## config.mk

```make
export PLATFORM = sky130hd
export DESIGN_NAME = vnan_ram
export DESIGN_NICKNAME = d
export VERILOG_FILES = /design/src/sv/vnan_ram.sv
export SDC_FILE = /design/constraint.sdc
export NUM_CORES = 1
export LEC_CHECK = 0
export ABC_CLOCK_PERIOD_IN_PS = 4000
export BUFFER_PORTS_ARGS = -buffer_cell sky130_fd_sc_hd__clkbuf_2
export CORE_MARGIN = 2
export CORE_UTILIZATION = 25
export DETAILED_ROUTE_END_ITERATION = 10
export GPL_TIMING_DRIVEN = 0
export PLACE_DENSITY = 0.46
export SLEW_MARGIN = 20
export SYNTH_ARGS = -nofsm -noshare
export SYNTH_HDL_FRONTEND = slang
export SYNTH_SLANG_ARGS = --single-unit
```

## constraint.sdc

```tcl
create_clock -name i_clk -period 4 [get_ports i_clk]
set_clock_uncertainty 0.15 [all_clocks]
set_input_delay 0.8 -clock i_clk [delete_from_list [all_inputs] [get_ports i_clk]]
set_output_delay 0.8 -clock i_clk [all_outputs]
set_load 0.005 [all_outputs]
```

## src/sv/vnan_ram.sv

```systemverilog
module vnan_ram #(
    parameter int unsigned WIDTH = 32,
    parameter int unsigned DEPTH = 16
) (
    input  logic                     i_clk,
    input  logic                     i_we,
    input  logic [$clog2(DEPTH)-1:0] i_waddr,
    input  logic [WIDTH-1:0]         i_wdata,
    input  logic                     i_re,
    input  logic [$clog2(DEPTH)-1:0] i_raddr,
    output logic [WIDTH-1:0]         o_rdata
);

    logic [WIDTH-1:0] mem [DEPTH];

    always_ff @(posedge i_clk) begin
        if (i_we) begin
            mem[i_waddr] <= i_wdata;
        end
        if (i_re) begin
            o_rdata <= mem[i_raddr];
        end
    end

endmodule

```

==> summary.md, run 1 <==
| Metric | Value |
|---|---|
| Worst vdd ir | `0.3093 mV` |
| CTS clk-pin slew, worst paths | `0.06 ns` |
| Worst path arrival time | `between 2 and 3 ns` |
| First-pass GRT wire length | `71.42 mm` |
| Vias in the first global route | `about 10,000` |
| Fin area | `0.02449 mm²` |
| Share of cells above drive strength 1 | `33.24%` |
| Cells along the critical path | `buf_2 > buf_1 > mux4_2 > a22oi_1 > nand2_1` |
| Total GRT Usage | `12.10%` |
| 1st-pass router iterations | `7` |
| Initial DRC Count | `between 600 and 700` |
| Post-route insts no fill | `roughly 2,100` |
| Crit start category | `input pin` |
| RSZ-0062 raised after global routing | `no` |
| Clk_lat worst skew | `0.60 ns` |
| Depth of the worst register-to-register path | `3` |
| Sequential area share after synthesis | `80.97%` |
| Grt met2 use | `19.04%` |
| #FFs+latches synth | `544` |
| MaxCap Viol Count | `0` |
| Final worst path period share | `between 60% and 70%` |
| Status | `finished, final reports clean` |
| Syn nets | `881` |
| Largest net degree at the start of global routing | `33` |
| TritonCTS Buffers | `55` |
| CTS sink cnt | `544` |
| Setup bufs post-CTS | `0` |
| Top Family by Delay on Critical Path | `buffers and inverters` |
| DP HPWL | `33.16 mm` |
| Grt met3 use | `under 10%` |
| Busiest grt layer | `met2` |
| P&R area growth vs syn | `21.38%` |
| CP max stage delay | `0.80 ns` |
| Routability cong. | `0.6750` |
| Syn avg cell area | `24.07 µm²` |
| Reg2reg setup slack | `around 2.2 ns` |
| Relative slew slack | `32.24%` |
| ANT cells | `0` |
| RR Endpoint | `o_rdata[2]` |
| H-tree depth | `2` |
| Post-synth EDFFs | `544` |
| Die Height | `288.1 µm` |
| Min-Delay Endpoint | `mem[1][15]` |
| Final WL | `slightly below 50 mm` |
| Initial core utilization | `25.17%` |
| Worst hold path type | `in2reg` |
| Reg-to-reg startpoint | `mem[3][2]` |
| Die ar. | `0.08298 mm²` |
| Vias per std cell | `4.426` |
| CP max stage cell | `buf_1` |
| Slew @ Worst Pin | `1.016 ns` |
| Final min period | `2.520 ns` |
| Hold buffers post-CTS | `0` |
| Layout Nets | `1,053` |
| Via count | `9,352` |
| # placed instances | `just over 2,000` |
| Total chip power | `11.94 mW` |
| Syn. warnings | `0` |
| Core Footprint | `0.08016 mm²` |
| Total gr overflow | `0` |
| Buf/Inv on CP | `2` |
| Post-synth top area share | `between 80% and 90%` |
| Area contributors post-synth | `edfxtp_1, mux4_2, a22oi_1` |
| Remaining DRCs | `0` |
| Post-synthesis cell type count | `17` |
| Worst Hold Depth | `1` |
| Root buffer cell | `clkbuf_16` |
| M1 GR Usage | `16.97%` |
| PostCTS Resize Cnt | `0` |
| CTS tree | `yes` |
| IO Count | `75` |
| Syn Inst Count | `~840` |
| ANT nets after route | `0` |
| Leak pwr | `7.684 nW` |
| Crit Path Category | `in2reg` |
| Initial antenna violation count | `2` |
| Final setup fails | `0` |
| Wirelength per Cell | `23.37 µm` |
| Die width | `288.1 µm` |
| Hold Crit Start | `i_wdata[15]` |
| Power per standard cell area | `approximately 500 mW/mm²` |
| Synth async-reset ratio | `0%` |
| Final Hold Vio Count | `0` |
| Leading area contributor after synthesis | `edfxtp_1` |
| Port Buf Inserts | `72` |
| Ys flop type | `edfxtp_1` |
| Fin. max-slew vios | `0` |
| Bufs on Longest Clock Path | `3` |
| Placed cell areas | `approximately 0.023 mm²` |
| Critical Path RT | `4.17 ns` |
| Crit path max fanout | `10` |
| Mapped Area | `slightly above 0.02 mm²` |
| Row count | `104` |
| Max Freq | `0.3968 GHz` |
| CP endpoint kind | `register` |
==> synth_stat cells, types with 4 or more instances <==
cell type,n
clkbuf_1,17
a22oi_1,64
nand2_1,33
buf_4,11
mux4_2,128
buf_2,4
nor2_1,13
edfxtp_1,544
buf_1,9
nor3_1,4
==> layer usage <==
layer  up-vias  routed length (µm)
li1       3967                   -
met1      5079               22630
met2       226               23170
met3        76                2437
met4         4                1097
met5         -                  32
==> registers in the layout (all words and copies together), names as in the netlist <==
register / count
mem: 512
o_rdata: 32
==> power breakdown <==
| group | switching, mW | leakage (nW) | internal (mW) | total [mW] |
|---|---|---|---|---|
| Sequential | 0.0298 | 4.94 | 6.42 | 6.45 |
| Combinational | 0.364 | 1.92 | 0.246 | 0.610 |
| Clock | 2.11 | 0.824 | 2.77 | 4.88 |
| Total | 2.50 | 7.68 | 9.44 | 11.9 |
==> metrics by stage <==
step	util [%]	hold WS, ns	setup WS [ns]	TNS, ns
5_1_grt	30.55	0.4406	1.421	0
3_3_place_gp	27.28	0.6195	-3.079	-694.33
2_1_floorplan	-	0.5603	0.1707	0
4_1_cts	30.55	0.4069	1.506	0
3_5_place_dp	28.45	0.6097	0.8723	0
6_report	30.55	0.4512	1.480	0
==> worst reg2reg max path: cells and delay by family (launching register included) <==
family | cells | cell delay (ns)
mux | 1 | 0.49
flops | 1 | 0.37
compound gates | 1 | 0.36
simple gates | 1 | 0.12
==> layout make-up <==
cell class | instances | area [µm²]
tap | 1060 | 1326
buffer | 43 | 222.7
multi-input combinational | 251 | 3732
sequential | 544 | 16340
fill | 7772 | 55670
timing repair buffer | 115 | 1189
clock buffer | 67 | 1421
clock inverter | 33 | 260.3
==> worst max-delay path by stage <==
stage / slack, ns / from / end / depth (start not counted)
global route: 1.42 / i_raddr[1] / o_rdata[22] / 5
detailed placement: 0.87 / i_raddr[1] / o_rdata[11] / 5
finish: 1.48 / i_raddr[1] / o_rdata[22] / 5
CTS: 1.51 / i_raddr[1] / o_rdata[22] / 5
global placement: -3.08 / i_waddr[2] / mem[8][31] / 3
floorplan: 0.17 / i_waddr[2] / mem[8][0] / 2
==> cells by family (layout without fill, tap and decap cells) <==
family	count (synthesis)	in the layout	synth area share (%)
muxes	128	128	14.29
DFF	544	544	80.97
and+or+nand+nor	59	59	1.253
AOI/OAI and AO/OA	64	64	2.382
buffers and inverters	43	258	1.104
==> cells in the final DEF (no fill, tap or decap), types with 2 or more instances in the layout <==
cell type,instances
clkinv_1,15
clkinv_2,10
clkbuf_2,71
nand3b_1,2
nand2_1,33
mux4_2,128
buf_6,6
buf_16,24
nor3_2,3
clkbuf_16,55
buf_4,25
bufinv_16,4
clkbuf_1,29
edfxtp_1,544
nor2_4,12
a22oi_1,64
nand2b_1,2
buf_1,9
nor2b_1,2
buf_2,4
inv_6,2
Note: power is estimated with default switching activity, not from simulation.
==> run 2, diff against run 1 <==
ABC_CLOCK_PERIOD_IN_PS = 2100   (was 4000)
clock period = 2.1 ns   (was 4 ns; I/O delays follow)
==> summary.md, run 2 (synthesis results as in run 1) <==
| Metric | Value |
|---|---|
| Leak pwr | `7.689 nW` |
| Comb pwr share | `5.0%` |
| Total chip power | `between 20 and 25 mW` |
| IO Count | `75` |
| CP max stage delay | `between 0.5 and 0.6 ns` |
| Final setup fails | `0` |
| Cells along the critical path | `clkbuf_1 > buf_2 > mux4_2 > a22oi_1 > nand2_1` |
| Crit path max fanout | `10` |
| Top Family by Delay on Critical Path | `buffers and inverters` |
| 1st-pass router iterations | `5` |
| Initial core utilization | `25.17%` |
| Crit Path Category | `in2reg` |
| Worst path arrival time | `between 2 and 2.5 ns` |
| ANT cells | `0` |
| Max Freq | `0.4904 GHz` |
| Internal Power | `18.19 mW` |
| Commonest non-fill, non-tap cell in the layout | `edfxtp_1` |
| CTS tree | `yes` |
| Largest net degree at the start of global routing | `33` |
| Root buffer cell | `clkbuf_16` |
| Initial DRC Count | `673` |
| Port Buf Inserts | `72` |
| Layout Nets | `about 1,000` |
| Final min period | `2.039 ns` |
| Clk network pwr share | `about two fifths` |
| Bufs on Longest Clock Path | `3` |
| Sequential share of power | `a little over half` |
| Final worst path period share | `97.11%` |
| Buf/Inv on CP | `2` |
| Total GRT Usage | `between 10% and 20%` |
| Switching Share | `21.06%` |
| CTS clk-pin slew, worst paths | `0.06 ns` |
| Initial antenna violation count | `1` |
| Routability cong. | `between 0.6 and 0.7` |
| TritonCTS Buffers | `57` |
| MaxCap Viol Count | `0` |
| Share of cells above drive strength 1 | `33.02%` |
| Setup TNS | `0 ns` |
| H-tree depth | `2` |
| PostCTS Resize Cnt | `0` |
| Final WL | `48.09 mm` |
| DP HPWL | `around 32 mm` |
| Vias in the first global route | `9,972` |
| CTS sink cnt | `~540` |
| Total gr overflow | `0` |
| Row count | `104` |
| P&R area growth vs syn | `21.70%` |
| Via count | `9,174` |
| Hold buffers post-CTS | `0` |
| Worst vdd ir | `0.6298 mV` |
| Largest Register | `mem` |
| Status | `finished, final reports clean` |
| CP max stage cell | `clkbuf_1` |
| Setup bufs post-CTS | `0` |
| Slew @ Worst Pin | `between 0.9 and 1 ns` |
| Hold slack | `around 0.065 ns` |
| Final Hold Vio Count | `0` |
| Core Footprint | `around 0.080 mm²` |
| Remaining DRCs | `0` |
| Critical Path RT | `2.25 ns` |
| Max FFs per register | `512` |
| Post-route insts no fill | `roughly 2,100` |
| Die Height | `288.1 µm` |
| ANT nets after route | `0` |
| CP endpoint kind | `register` |
| Fin. max-slew vios | `0` |
| # placed instances | `2,005` |
| Most frequent cells in the layout | `edfxtp_1, mux4_2, clkbuf_2` |
| Crit start category | `input pin` |
| Vias per std cell | `4.346` |
| First-pass GRT wire length | `69.93 mm` |
| Largest registers | `mem x512, o_rdata x32` |
| RSZ-0062 raised after global routing | `no` |
| Die width | `288.1 µm` |
| Relative slew slack | `35.87%` |
| Clk_lat worst skew | `0.61 ns` |
| Die ar. | `0.08298 mm²` |
| Worst hold path type | `in2reg` |
| Power per standard cell area | `938.6 mW/mm²` |
| Wirelength per Cell | `22.78 µm` |
| Sw Pwr | `4.853 mW` |
-- run 2: cell count changes in the layout (fill, tap and decap cells not counted), sizes merged --
cell           previous run  this run
bufinv                    4         3
clkinv                   26        25
clkbuf                  156       163
clkinvlp                  1         2
clkdlybuf4s15             0         1
buf                      69        60
-- run 2: final timing paths --
path | from | endpoint | slack, ns | cells past startpoint
worst min register to register | mem[15][29] | o_rdata[29] | 0.61 | 3
worst max register to register | mem[3][30] | o_rdata[30] | 0.38 | 3
worst max-delay path | i_raddr[1] | o_rdata[30] | 0.06 | 5
worst min-delay path | i_wdata[9] | mem[10][9] | 0.06 | 1
-- run 2: final cells by class --
type | instances | area (µm²)
fill | 7798 | 55600
sequential | 544 | 16340
multi-input combinational | 251 | 3754
clock buffer | 74 | 1533
tap | 1060 | 1326
timing repair buffer | 107 | 1144
clock inverter | 32 | 231.5
buffer | 43 | 229.0
-- run 2: routing by layer --
layer	track usage, %	part of all wire, %	wire length (µm)
met5	0	0.027	13
met4	3.031	2.0	955
met3	2.306	4.4	2099
met2	18.88	47	22680
met1	16.40	46	22340
-- run 2: per-stage QoR --
step / worst slack (ns) / utilization [%] / cell area (µm²)
after floorplan: -0.4978 / - / 20220
after global placement: -2.615 / 27.33 / 21900
after detailed placement: -0.6286 / 28.42 / 22780
after CTS: 0.02465 / 30.62 / 24550
after global routing: 0.003255 / 30.63 / 24550
final: 0.06073 / 30.63 / 24550
-- run 2: power by group through the flow --
| stage | combinational, mW | clock, mW | sequential (mW) |
|---|---|---|---|
| final | 1.16 | 9.60 | 12.3 |
| after global routing | 1.27 | 10.3 | 12.3 |
| after CTS | 1.20 | 9.86 | 12.3 |
| after detailed placement | 1.20 | 0 | 12.5 |
| after global placement | 1.11 | 0 | 12.5 |
| after floorplan | 0.587 | 0 | 12.5 |
