===== config.mk =====
export PLATFORM = sky130hd
export DESIGN_NAME = vnan_norm
export DESIGN_NICKNAME = d
export VERILOG_FILES = /design/src/sv/vnan_pkg.sv /design/src/sv/vnan_norm.sv
export SDC_FILE = /design/constraint.sdc
export NUM_CORES = 2
export LEC_CHECK = 0
export BUFFER_PORTS_ARGS = -buffer_cell sky130_fd_sc_hd__buf_2
export CELL_PAD_IN_SITES_DETAIL_PLACEMENT = 0
export CELL_PAD_IN_SITES_GLOBAL_PLACEMENT = 1
export CORE_UTILIZATION = 47
export DETAILED_ROUTE_END_ITERATION = 16
export PLACE_DENSITY_LB_ADDON = 0.1
export SLEW_MARGIN = 5
export SYNTH_ARGS = -nofsm -noshare
export SYNTH_HDL_FRONTEND = slang
export SYNTH_SLANG_ARGS = --single-unit

===== constraint.sdc =====
create_clock -name i_clk -period 10.9 [get_ports i_clk]
set_clock_uncertainty 0.15 [all_clocks]
set_input_delay 1.09 -clock i_clk [delete_from_list [all_inputs] [get_ports i_clk]]
set_output_delay 1.09 -clock i_clk [all_outputs]
set_load 0.02 [all_outputs]

===== src/sv/vnan_pkg.sv =====
package vnan_pkg;

    localparam int unsigned IDX_W = 12;
    localparam int unsigned VEC_W = 16;
    localparam int unsigned SUM_W = 32;
    localparam int unsigned CNT_W = 13;
    localparam int unsigned SQ_W  = 64;
    localparam int unsigned LEN_W = 32;
    localparam int unsigned QT_W  = 16;

    typedef enum logic [1:0] {
        CMD_LOAD  = 2'd0,
        CMD_ACC   = 2'd1,
        CMD_READ  = 2'd2,
        CMD_CLEAR = 2'd3
    } t_cmd;

    typedef enum logic [2:0] {
        S_CLEAR,
        S_IDLE,
        S_ACC_RD,
        S_ACC_WR,
        S_RD_RD,
        S_RD_NORM,
        S_RD_WAIT
    } t_top_state;

    typedef enum logic [3:0] {
        N_IDLE,
        N_MUL,
        N_ACC,
        N_CHK,
        N_SHIFT,
        N_SQRT,
        N_DLOAD,
        N_DIV,
        N_DONE
    } t_norm_state;

    typedef struct packed {
        logic                    start;
        logic signed [SUM_W-1:0] sx;
        logic signed [SUM_W-1:0] sy;
        logic signed [SUM_W-1:0] sz;
    } t_norm_req;

    typedef struct packed {
        logic                    done;
        logic signed [VEC_W-1:0] ux;
        logic signed [VEC_W-1:0] uy;
        logic signed [VEC_W-1:0] uz;
    } t_norm_rsp;

endpackage


===== src/sv/vnan_norm.sv =====
// Sequential vector normalizer: shared multiplier for the squares, then
// 2-bit normalize shifts, bit-pair square root, and restoring division.
module vnan_norm (
    input  logic                i_clk,
    input  logic                i_rst_n,
    input  vnan_pkg::t_norm_req i_req,
    output vnan_pkg::t_norm_rsp o_rsp
);

    localparam int unsigned SW = vnan_pkg::SUM_W;
    localparam int unsigned QW = vnan_pkg::SQ_W;
    localparam int unsigned LW = vnan_pkg::LEN_W;
    localparam int unsigned TW = vnan_pkg::QT_W;
    localparam int unsigned VW = vnan_pkg::VEC_W;

    vnan_pkg::t_norm_state r_state, n_state;

    logic [SW-1:0]  r_mag [3];
    logic [SW-1:0]  n_mag [3];
    logic [2:0]     r_neg, n_neg;
    logic [1:0]     r_j, n_j;
    logic [QW-1:0]  r_prod, n_prod;
    logic [QW-1:0]  r_q, n_q;
    logic [4:0]     r_k, n_k;
    logic [QW-1:0]  r_res, n_res;
    logic [5:0]     r_bpos, n_bpos;
    logic [LW-1:0]  r_len, n_len;
    logic [LW-1:0]  r_rem, n_rem;
    logic [TW-1:0]  r_nlo, n_nlo;
    logic [TW-1:0]  r_quot, n_quot;
    logic [3:0]     r_cnt, n_cnt;
    logic [VW-1:0]  r_u [3];
    logic [VW-1:0]  n_u [3];

    logic [QW-1:0]  bitv;
    logic [QW-1:0]  trial;
    logic [SW-1:0]  shv;
    logic [46:0]    num;
    logic [LW:0]    sh;
    logic           qbit;
    logic [TW-1:0]  qfin;
    logic [TW-1:0]  qclamp;

    always_ff @(posedge i_clk) begin
        if (!i_rst_n) begin
            r_state <= vnan_pkg::N_IDLE;
        end else begin
            r_state <= n_state;
        end
        r_mag  <= n_mag;
        r_neg  <= n_neg;
        r_j    <= n_j;
        r_prod <= n_prod;
        r_q    <= n_q;
        r_k    <= n_k;
        r_res  <= n_res;
        r_bpos <= n_bpos;
        r_len  <= n_len;
        r_rem  <= n_rem;
        r_nlo  <= n_nlo;
        r_quot <= n_quot;
        r_cnt  <= n_cnt;
        r_u    <= n_u;
    end

    always_comb begin
        n_state = r_state;
        n_mag   = r_mag;
        n_neg   = r_neg;
        n_j     = r_j;
        n_prod  = r_prod;
        n_q     = r_q;
        n_k     = r_k;
        n_res   = r_res;
        n_bpos  = r_bpos;
        n_len   = r_len;
        n_rem   = r_rem;
        n_nlo   = r_nlo;
        n_quot  = r_quot;
        n_cnt   = r_cnt;
        n_u     = r_u;

        bitv   = QW'(1) << r_bpos;
        trial  = r_res + bitv;
        shv    = r_mag[r_j] << r_k;
        num    = {shv, 14'd0} + 47'(r_len >> 1);
        sh     = {r_rem, r_nlo[TW-1]};
        qbit   = (sh >= {1'b0, r_len});
        qfin   = {r_quot[TW-2:0], qbit};
        qclamp = qfin[TW-1] ? {1'b0, {(TW-1){1'b1}}} : qfin;

        unique case (r_state)
            vnan_pkg::N_IDLE: begin
                if (i_req.start) begin
                    n_neg = {i_req.sz[SW-1], i_req.sy[SW-1], i_req.sx[SW-1]};
                    n_mag[0] = i_req.sx[SW-1] ? (~i_req.sx + 1'b1) : i_req.sx;
                    n_mag[1] = i_req.sy[SW-1] ? (~i_req.sy + 1'b1) : i_req.sy;
                    n_mag[2] = i_req.sz[SW-1] ? (~i_req.sz + 1'b1) : i_req.sz;
                    n_q      = '0;
                    n_j      = '0;
                    n_state  = vnan_pkg::N_MUL;
                end
            end
            vnan_pkg::N_MUL: begin
                n_prod  = r_mag[r_j] * r_mag[r_j];
                n_state = vnan_pkg::N_ACC;
            end
            vnan_pkg::N_ACC: begin
                n_q = r_q + r_prod;
                if (r_j == 2'd2) begin
                    n_state = vnan_pkg::N_CHK;
                end else begin
                    n_j     = r_j + 2'd1;
                    n_state = vnan_pkg::N_MUL;
                end
            end
            vnan_pkg::N_CHK: begin
                if (r_q == '0) begin
                    n_u[0]  = '0;
                    n_u[1]  = '0;
                    n_u[2]  = '0;
                    n_state = vnan_pkg::N_DONE;
                end else begin
                    n_k     = '0;
                    n_state = vnan_pkg::N_SHIFT;
                end
            end
            vnan_pkg::N_SHIFT: begin
                if (r_q[QW-1:QW-4] == '0) begin
                    n_q = r_q << 2;
                    n_k = r_k + 5'd1;
                end else begin
                    n_res   = '0;
                    n_bpos  = (r_q[QW-1:QW-2] != '0) ? 6'd62 : 6'd60;
                    n_state = vnan_pkg::N_SQRT;
                end
            end
            vnan_pkg::N_SQRT: begin
                if (r_q >= trial) begin
                    n_q   = r_q - trial;
                    n_res = (r_res >> 1) + bitv;
                end else begin
                    n_res = r_res >> 1;
                end
                if (r_bpos == '0) begin
                    n_len   = n_res[LW-1:0];
                    n_j     = '0;
                    n_state = vnan_pkg::N_DLOAD;
                end else begin
                    n_bpos = r_bpos - 6'd2;
                end
            end
            vnan_pkg::N_DLOAD: begin
                // num < len * 2^16, so the top part starts below len
                n_rem   = 32'(num[46:TW]);
                n_nlo   = num[TW-1:0];
                n_quot  = '0;
                n_cnt   = '0;
                n_state = vnan_pkg::N_DIV;
            end
            vnan_pkg::N_DIV: begin
                n_rem  = qbit ? LW'(sh - {1'b0, r_len}) : sh[LW-1:0];
                n_quot = qfin;
                n_nlo  = r_nlo << 1;
                n_cnt  = r_cnt + 4'd1;
                if (r_cnt == 4'd15) begin
                    n_u[r_j] = r_neg[r_j] ? (~qclamp + 1'b1) : qclamp;
                    if (r_j == 2'd2) begin
                        n_state = vnan_pkg::N_DONE;
                    end else begin
                        n_j     = r_j + 2'd1;
                        n_state = vnan_pkg::N_DLOAD;
                    end
                end
            end
            vnan_pkg::N_DONE: begin
                n_state = vnan_pkg::N_IDLE;
            end
            default: begin
                n_state = vnan_pkg::N_IDLE;
            end
        endcase
    end

    assign o_rsp.done = (r_state == vnan_pkg::N_DONE);
    assign o_rsp.ux   = r_u[0];
    assign o_rsp.uy   = r_u[1];
    assign o_rsp.uz   = r_u[2];

endmodule


==> flow_summary_export.csv <==
group,metric,value,unit
global_routing,grt_pass1_vias,52330,
clock_network,numCtsBuffers,55,
setup_path,endpoint,"r_prod[57]",
detailed_routing,routed_wl,207100,µm
synth,netlist_instances,7080,
synth,netlist_area,65540,µm²
finish,area_delta_synth_final,7.081,%
min_path,worstHoldPathCells,2,
floorplan,die_area,140900,µm²
global_routing,grt-ovfl-total,0,
timing,period_share,0.9578,
global_routing,grt_max_degree,83,
timing,rsz0062_at_grt,"no",
floorplan,start_util,0.4755,
synth,async_flop_share,0,
setup_path,reg2reg_slack,0.46,ns
clock_network,holdBufCountCts,0,
synth,synth_commonest_cells,"inv_1, fa_1, nor2_1",
clock_network,cts_tree,"done",
timing,max_freq,0.09578,GHz
min_path,min_path_type,"reg2reg",
setup_path,cp-start-kind,"flip-flop",
setup_path,path_depth,29,
clock_network,ctsResizeCount,0,
detailed_routing,wl_per_cell,23.13,µm
setup_path,crit_path_frequent_cell,"fa_1",
setup_path,startpoint,"r_j[1]",
synth,yosysMostFrequentCell,"inv_1",
floorplan,die_height,375.4,µm
detailed_routing,vias,51300,
setup_path,path_class,"reg2reg",
setup_path,rr_startpoint,"r_j[1]",
finish,drive_above_1_share,0.07361,
setup_path,rr_endpoint,"r_prod[57]",
detailed_routing,first_pass_iters,6,
synth,yosysTopAreaCellShare,0.2428,
floorplan,die_w,375.4,µm
setup_path,cp_num_buf_inv,5,
setup_path,cpPeakStageDelay,0.82,ns
clock_network,cts_max_level,2,
clock_network,root_buffer,"clkbuf_16",
setup_path,crit_required,11.21,ns
detailed_routing,drt-initial-drc-count,4125,
clock_network,ctsLongestPathBuffers,3,
timing,max_slew_margin,0.1945,
detailed_routing,vias_per_cell,5.729,
global_routing,antenna_found_initial,1,
detailed_routing,drc,0,
setup_path,cp.arrival,10.75,ns
synth,seq_area_frac_synth,0.2070,
synth,synth.net_count,8523,
setup_path,r2r_cells,29,
clock_network,cts.sinks,453,
min_path,hp-start,"r_nlo[0]",
clock_network,clk_latency,0.70,ns
synth,yosysTopAreaCell,"fa_1",
clock_network,clk_pin_slew,0.06,ns
synth,synth.distinct_cells,99,
global_routing,grt_pass1_wl,318300,µm
timing,finalHoldViolCount,0,
run_status,status,"finished clean",
synth,ys_warn_count,0,
timing,tightest_slew,1.208,ns
place,numPortBuffers,147,
floorplan,ioPinCount,148,
place,gp_routability_congestion,0.9680,
synth,synth_seq_cells,453,
setup_path,cp_top_family,"adder cells",
detailed_routing,drt.antenna.violating_nets,0,
timing,min_period,10.44,ns
setup_path,crit_slowest_cell,"o311ai_0",
global_routing,grt.total_usage,0.2962,
setup_path,cp_max_fo,14,
timing,finalSetupViolations,0,
timing,maxSlewViolCount,0,
floorplan,core_area,137800,µm²
synth,avgSynthCellArea,9.257,µm²
flow_run,drv_cap,0,
synth,synth_ff_type,"edfxtp_1",
setup_path,setup.worst_path.end_class,"flip-flop",
timing,fin_setup_tns,0,ns
clock_network,cts_setup_buffers,0,
floorplan,rows,136,
synth,yosys-top-cells-area,"fa_1, edfxtp_1, ha_1",
finish,final_nets,8557,
place,hpwl,166900,µm
synth,synth_edf_count,449,
==> worst register-to-register path: cells and delay by family (launching register included) <==
| kind | cells | cell delay, ns |
|---|---|---|
| AND/OR/NAND/NOR | 4 | 0.89 |
| XOR/XNOR | 1 | 0.08 |
| buffers and inverters | 5 | 0.85 |
| flip-flops | 1 | 0.61 |
| multiplexers | 1 | 0.28 |
| AO/OA/AOI/OAI | 9 | 3.04 |
| adder cells (fa/ha/maj) | 9 | 4.37 |
==> worst min path at each step <==
stage	to	slack, ns
2_1_floorplan	r_nlo[14]	0.33
3_3_place_gp	r_nlo[1]	0.35
3_5_place_dp	r_nlo[14]	0.35
4_1_cts	r_nlo[1]	0.37
5_1_grt	r_nlo[14]	0.41
6_report	r_nlo[1]	0.37
==> cells by family (layout without fill, tap and decap cells) <==
logic type	count (synthesis)	count (layout)	share of synthesized area
and+or+nand+nor	1863	1863	0.1288
other	0	2	0
xor gates and xnor gates	479	479	0.06401
buffers and inverters	1368	1447	0.07982
DFF	453	453	0.2070
adders and majority gates	1344	1344	0.3477
AOI/OAI and AO/OA	1430	1430	0.1419
muxes	143	143	0.03089
==> registers in the layout (all words and copies together) (netlist names), 5 cells and up <==
register	count
o_rsp	48
r_k	5
r_prod	63
r_len	32
r_mag	96
r_rem	32
r_res	64
r_quot	15
r_q	64
r_nlo	16
r_bpos	5
==> routing by layer <==
layer	GRT usage	vias up	wire (µm)
met5	0.004117	-	93
met4	0.1021	4	8075
met3	0.03907	252	12590
met2	0.4761	1567	94430
met1	0.4106	25490	91940
li1	-	23990	-
==> area by class of cell <==
cell class                 instances  area [µm²]
antenna                            2       5.005
clock buffer                      63        1406
clock inverter                    39       349.1
fill                           13100       67650
inverter                        1082        4061
multi-input combinational       5259       46920
sequential                       453       13560
tap                             1794        2245
timing repair buffer             263        1632
==> through the flow <==
| step | util | cells | setup slack (ns) | instance area [µm²] | hold WS, ns |
|---|---|---|---|---|---|
| 2_1_floorplan | - | 7080 | 1.368 | 65540 | 0.3336 |
| 3_3_place_gp | 0.4964 | 8851 | 0.4611 | 68420 | 0.3501 |
| 3_5_place_dp | 0.4964 | 8851 | 0.4729 | 68420 | 0.3500 |
| 4_1_cts | 0.5091 | 8953 | 0.5239 | 70170 | 0.3718 |
| 5_1_grt | 0.5091 | 8953 | 0.04036 | 70170 | 0.4103 |
| 6_report | 0.5092 | 8955 | 0.4596 | 70180 | 0.3691 |
==> placed cells by master (no fill, tap or decap), drive strengths merged, types with 50 or more instances in the layout <==
cell type	n
a21oi	358
mux2i	65
fa	795
nand2	588
buf	263
o21bai	67
xnor2	282
nand3	77
nand2b	63
and2	74
a211oi	76
inv	1078
o21ai	299
ha	549
nor2	672
nor2b	81
nor3	72
xor2	197
edfxtp	449
clkbuf	63
a22oi	59
o31ai	50
a31oi	97
nand4	69
a21o	168
Power is not shown: default switching activity piles up to over one toggle a cycle in this logic, so the estimate is an artifact.
